## src/sv/station_table_oldest_replace_core_assert.svh

```systemverilog
// Assertion macros shared by the station table modules.
`ifndef STATION_TABLE_OLDEST_REPLACE_CORE_ASSERT_SVH
`define STATION_TABLE_OLDEST_REPLACE_CORE_ASSERT_SVH

// Same-cycle implication, sampled on clk, off while arst_n is low.
`define STOR_ASSERT_IMP(lbl, ante, cons) \
	lbl: assert property (@(posedge clk) disable iff (!arst_n) (ante) |-> (cons)) \
		else $error("check failed in %m");

// Next-cycle implication, sampled on clk, off while arst_n is low.
`define STOR_ASSERT_NXT(lbl, ante, cons) \
	lbl: assert property (@(posedge clk) disable iff (!arst_n) (ante) |=> (cons)) \
		else $error("check failed in %m");

`endif

```

## src/sv/stor_pkg.sv

```systemverilog
// Types, codes and field widths shared by the station table modules.
package stor_pkg;

	localparam int STOR_CAPACITY = 64;

	localparam int ADDR_W   = 48;
	localparam int SIG_W    = 8;
	localparam int CHAN_W   = 8;
	localparam int TIME_W   = 32;
	localparam int SLOT_W   = 6;
	localparam int ECNT_W   = 7;
	localparam int MAX_W    = 7;
	localparam int LOCAL_BIT = 41;

	localparam int IN_DATA_W    = 144;
	localparam int IN_USER_W    = 2;
	localparam int OUT_FIELDS_W = SLOT_W + TIME_W + SIG_W + ECNT_W;
	localparam int OUT_DATA_W   = 56;
	localparam int OUT_PAD_W    = OUT_DATA_W - OUT_FIELDS_W;
	localparam int OUT_USER_W   = 3;
	localparam int CFG_IDX_W    = 1;
	localparam int CFG_DATA_W   = 7;

	localparam logic [CFG_IDX_W-1:0] REG_MAX_ENTRIES  = 1'b0;
	localparam logic [CFG_IDX_W-1:0] REG_IGNORE_LOCAL = 1'b1;

	localparam logic [MAX_W-1:0] MAX_ENTRIES_RESET = 7'd64;

	typedef enum logic [1:0] {
		CMD_OBSERVE = 2'd0,
		CMD_LOOKUP  = 2'd1,
		CMD_CLEAR   = 2'd2,
		CMD_UNUSED  = 2'd3
	} stor_cmd_code_t;

	typedef enum logic [2:0] {
		ST_IGNORED   = 3'd0,
		ST_UPDATED   = 3'd1,
		ST_INSERTED  = 3'd2,
		ST_REPLACED  = 3'd3,
		ST_CLEARED   = 3'd4,
		ST_FOUND     = 3'd5,
		ST_NOT_FOUND = 3'd6
	} stor_status_t;

	typedef enum logic [2:0] {
		S_IDLE   = 3'b001,
		S_SCAN   = 3'b010,
		S_FINISH = 3'b100
	} stor_state_t;

	// Controller to datapath.
	typedef struct packed {
		logic load;
		logic scan;
		logic finish;
	} stor_ctl_t;

	// Datapath to controller.
	typedef struct packed {
		logic needs_scan;
		logic scan_done;
		logic out_busy;
	} stor_sts_t;

	typedef struct packed {
		logic [ADDR_W-1:0] addr;
		logic [ADDR_W-1:0] network;
		logic [SIG_W-1:0]  signal;
		logic [CHAN_W-1:0] channel;
		logic [TIME_W-1:0] heard_at;
		logic [TIME_W-1:0] times;
	} stor_entry_t;

endpackage

```

## src/sv/stor_ctrl.sv

```systemverilog
// Sequencing state machine for the station table: accept, scan, finish.
`include "station_table_oldest_replace_core_assert.svh"
module stor_ctrl
	import stor_pkg::*;
(
	input  logic      clk,
	input  logic      arst_n,
	input  logic      s_tvalid,
	output logic      s_tready,
	output stor_ctl_t ctl,
	input  stor_sts_t sts
);

	stor_state_t state_q;
	stor_state_t state_d;

	assign s_tready   = (state_q == S_IDLE);
	assign ctl.load   = s_tvalid && s_tready;
	assign ctl.scan   = (state_q == S_SCAN);
	assign ctl.finish = (state_q == S_FINISH) && !sts.out_busy;

	always_comb begin
		state_d = state_q;
		unique case (state_q)
			S_IDLE: begin
				if (ctl.load) begin
					state_d = sts.needs_scan ? S_SCAN : S_FINISH;
				end
			end
			S_SCAN: begin
				if (sts.scan_done) begin
					state_d = S_FINISH;
				end
			end
			S_FINISH: begin
				if (ctl.finish) begin
					state_d = S_IDLE;
				end
			end
			default: state_d = S_IDLE;
		endcase
	end

	always_ff @(posedge clk or negedge arst_n) begin
		if (!arst_n) begin
			state_q <= S_IDLE;
		end else begin
			state_q <= state_d;
		end
	end

	`STOR_ASSERT_NXT(a_load_leaves_idle, ctl.load, state_q != S_IDLE)
	`STOR_ASSERT_IMP(a_finish_has_room, ctl.finish, !sts.out_busy)
	`STOR_ASSERT_NXT(a_scan_holds, (state_q == S_SCAN) && !sts.scan_done, state_q == S_SCAN)

endmodule

```

## config.mk

```make
export PLATFORM = sky130hd
export DESIGN_NAME = stor_ctrl
export DESIGN_NICKNAME = d
export VERILOG_FILES = /design/src/sv/stor_pkg.sv /design/src/sv/stor_ctrl.sv
export VERILOG_INCLUDE_DIRS = /design/src /design/src/sv
export SDC_FILE = /design/constraint.sdc
export NUM_CORES = 1
export LEC_CHECK = 0
export ABC_CLOCK_PERIOD_IN_PS = 1100
export BUFFER_PORTS_ARGS = -buffer_cell sky130_fd_sc_hd__buf_2
export CAP_MARGIN = 20
export CORE_AREA = 3 3 40 42
export CTS_CLUSTER_SIZE = 14
export DETAILED_ROUTE_END_ITERATION = 7
export DIE_AREA = 0 0 43 45
export HOLD_SLACK_MARGIN = 0.1
export PLACE_DENSITY_LB_ADDON = 0.05
export SLEW_MARGIN = 20
export SYNTH_ARGS = -nofsm -noshare
export SYNTH_HDL_FRONTEND = slang
export SYNTH_SLANG_ARGS = --single-unit
```

## constraint.sdc

```tcl
create_clock -name clk -period 1.1 [get_ports clk]
set_input_delay 0.165 -clock clk [delete_from_list [all_inputs] [get_ports clk]]
set_output_delay 0.165 -clock clk [all_outputs]
set_load 0.02 [all_outputs]
```

==> results.toml <==
[layout]
num-nets-final = 43
sequential_cell_area_sq_um = 77.6
num_antenna_cells = 0
number_of_flip_flops_in_the_largest_register = 3
filler_cell_count = 143
reg.largest.list = "state_q x3"
multi_input_area_sq_um = 141
final_area_sq_um = 397
areaGrowthSynthToFinish_pct = 119
final_layout_size_suffix_gt1_frac = 0.806
max_flop_register = "state_q"
utilization = 0.309

[timing]
final.setup.worst_slack_ns = -0.220
maxSlewHeadroom = 0.870
final.period_utilization = 1.20
final_hold_viol_count = 0
grt_setup_unrepaired = "true"
setup_viol = 5
worstMarginPinSlew_ns = 0.195
max_freq_ghz = 0.757
final_period_minus_worst_setup_slack_ns = 1.32
finalClockSkew_ns = 0.000815
final-max-slew-violation-count = 0

[power_and_ir_drop]
power_switching_share = 0.342
total_leakage_power_nw = 0.179
internal_power_mw = 0.641
irDropWorstVdd_uv = 771
p_sw_mw = 0.333
p_comb_frac = 0.566
p_clk_frac = 0.197
power_frac_seq = 0.238
power_density_nw_per_um2 = 2450
fin_total_pwr_mw = 0.973

[place]
routabilityCongestion = 0.648
numPortBuffers = 9
dp_hpwl_microns = 402
pre_cts_ws_ns = -0.0856
postPlaceCellArea_sq_um = 292

[clock_network]
clock_sink_count = 3
cts_max_level = 1
tritoncts = "done"
root_buffer = "clkbuf_4"
cts_buffers = 3
clock_latency_ns = 0.23
clkSlewWorstSetupHoldPaths_ns = 0.04
max-clock-path-buffers = 2

[synthesis]
yosys_warn_count = 0
synth-seq-area-share = 0.421
syn_area_per_cell_sq_um = 12.1
syn-instance-count = 15
synthDominantAreaCellType = "dfrtp_1"
synth_seq_cells = 3
syn_area_sq_um = 181
synth_largest_type_area_fraction = 0.276
synth_cell_type_count = 12
cell_types_occupying_the_most_area_after_synthesis = "dfrtp_1 28%, dfstp_2 14%, and4bb_2 14%"
syn-num-nets = 21

[worst_setup_path]
endpoint_kind = "output pin"
worst-endpoint-arrival_ns = 1.16
critical_path_required_ns = 0.94
critical_path_peak_fanout = 6
critical_path_class = "register to output pin"
worst_setup_path_start_kind = "register"

[global_routing]
grt_max_degree = 9
antenna_found_initial = 0
overflow = 0
grt_util_all_layers = 0.0668
grt_first_pass_wirelength_microns = 917
first_global_vias = 237

[routing]
total_wirelength_of_the_detailed_routed_design_microns = 552
ant_nets = 0
detailedRoute.firstPassIterationCount = 2
route.detailed.vias_per_inst = 3.96
average_wire_length_per_cell_after_detail_routing_microns = 10.8
remaining_drc_errors = 0
drt_first_iter_violations = 2
detailroute.via_count = 202

[run_status]
status = "complete, but fails checks"
failing_checks = "negative setup slack"

[die]
core_sq_um = 1280
ioPinCount = 10
fp.dieH_microns = 45
chipWidth_microns = 43
dieArea_sq_um = 1940
placementRows = 13
initial_utilization = 0.141

[min_path]
hold_path.class = "primary input to register"

[flow_run]
drv_cap = 0
cells in the mapped netlist:
master and instances:
and4bb_2 2, dfrtp_1 2, nor3b_1 2, a211o_1 1, a21oi_1 1, and4bb_4 1, dfstp_2 1, inv_1 1
nand4b_1 1, nor3_1 1, nor4b_1 1, or3b_1 1
layer usage:
| metal | routed length [microns] | track usage |
|---|---|---|
| met1 | 234 | 0.0801 |
| met2 | 264 | 0.0898 |
| met3 | 38 | 0.0199 |
| met4 | 14 | 0.0723 |
| met5 | 0 | 0 |
final timing paths:
kind	from	endpoint	slack [ns]	cells after the start
setup / recovery	state_q[0]$_DFFE_PN1P_	ctl[2]	-0.22	2
hold / removal	sts[1]	state_q[1]$_DFFE_PN0P_	0.21	3
setup reg to reg	state_q[0]$_DFFE_PN1P_	state_q[2]$_DFFE_PN0P_	-0.18	3
hold reg to reg	state_q[2]$_DFFE_PN0P_	state_q[1]$_DFFE_PN0P_	0.67	3
max in group asynchronous	arst_n	state_q[0]$_DFFE_PN1P_	0.64	2
min in group asynchronous	arst_n	state_q[2]$_DFFE_PN0P_	0.26	2
kinds of logic after synthesis:
kind of cell           share of synthesized area
AND/OR/NAND/NOR                            0.483
flip-flops                                 0.421
AO/OA/AOI/OAI                             0.0758
buffers and inverters                     0.0207
power by group through the flow:
stage	Sequential (mW)	Clock [mW]	Combinational, mW
floorplan	0.228	0	0.199
global placement	0.234	0	0.374
detailed placement	0.232	0	0.378
CTS	0.228	0.203	0.549
global route	0.245	0.205	0.587
finish	0.231	0.191	0.551
layout by cell type, fill, tap and decap left out:
cell and count:
buf_4 8, buf_2 5, clkbuf_4 3, buf_6 3
and4bb_2 2, nor3b_4 1, nor3b_2 1, and4bb_4 1
nor4b_4 1, inv_1 1, a211o_1 1, or3b_1 1
nand4b_1 1, a21oi_2 1, nor3_2 1, clkbuf_1 1
dlygate4sd3_1 1, dfstp_2 1, dfrtp_2 1, dfrtp_1 1
per-stage QoR:
step / hold slack (ns) / std cells / setup TNS [ns]
final: 0.212 / 51 / -0.978
after global routing: 0.220 / 51 / -1.27
after detailed placement: -0.0337 / 43 / -0.194
after CTS: 0.215 / 51 / -1.03
after global placement: -0.0355 / 43 / -0.176
after floorplan: -0.131 / 15 / -0.0596
worst max-delay path, cell delays in order, from the launching register on:
cell and delay, ns:
dfstp_2 0.56, and4bb_4 0.25, buf_6 0.12
area by class of cell:
cell class / count / area share
sequential: 3 / 0.196
multi-input combinational: 11 / 0.356
inverter: 1 / 0.00946
timing repair buffer: 17 / 0.325
tap: 15 / 0.0473
clock buffer: 4 / 0.0662
what timing repair did:
item	4_1_cts	5_1_grt
endpoints found under the hold margin	3	0
setup endpoints to repair	6	7
hold buffers	1	0
pin swaps	5	2
buffers inserted	3	0
gates resized for setup	11	1
(Power assumes the default switching activity.)
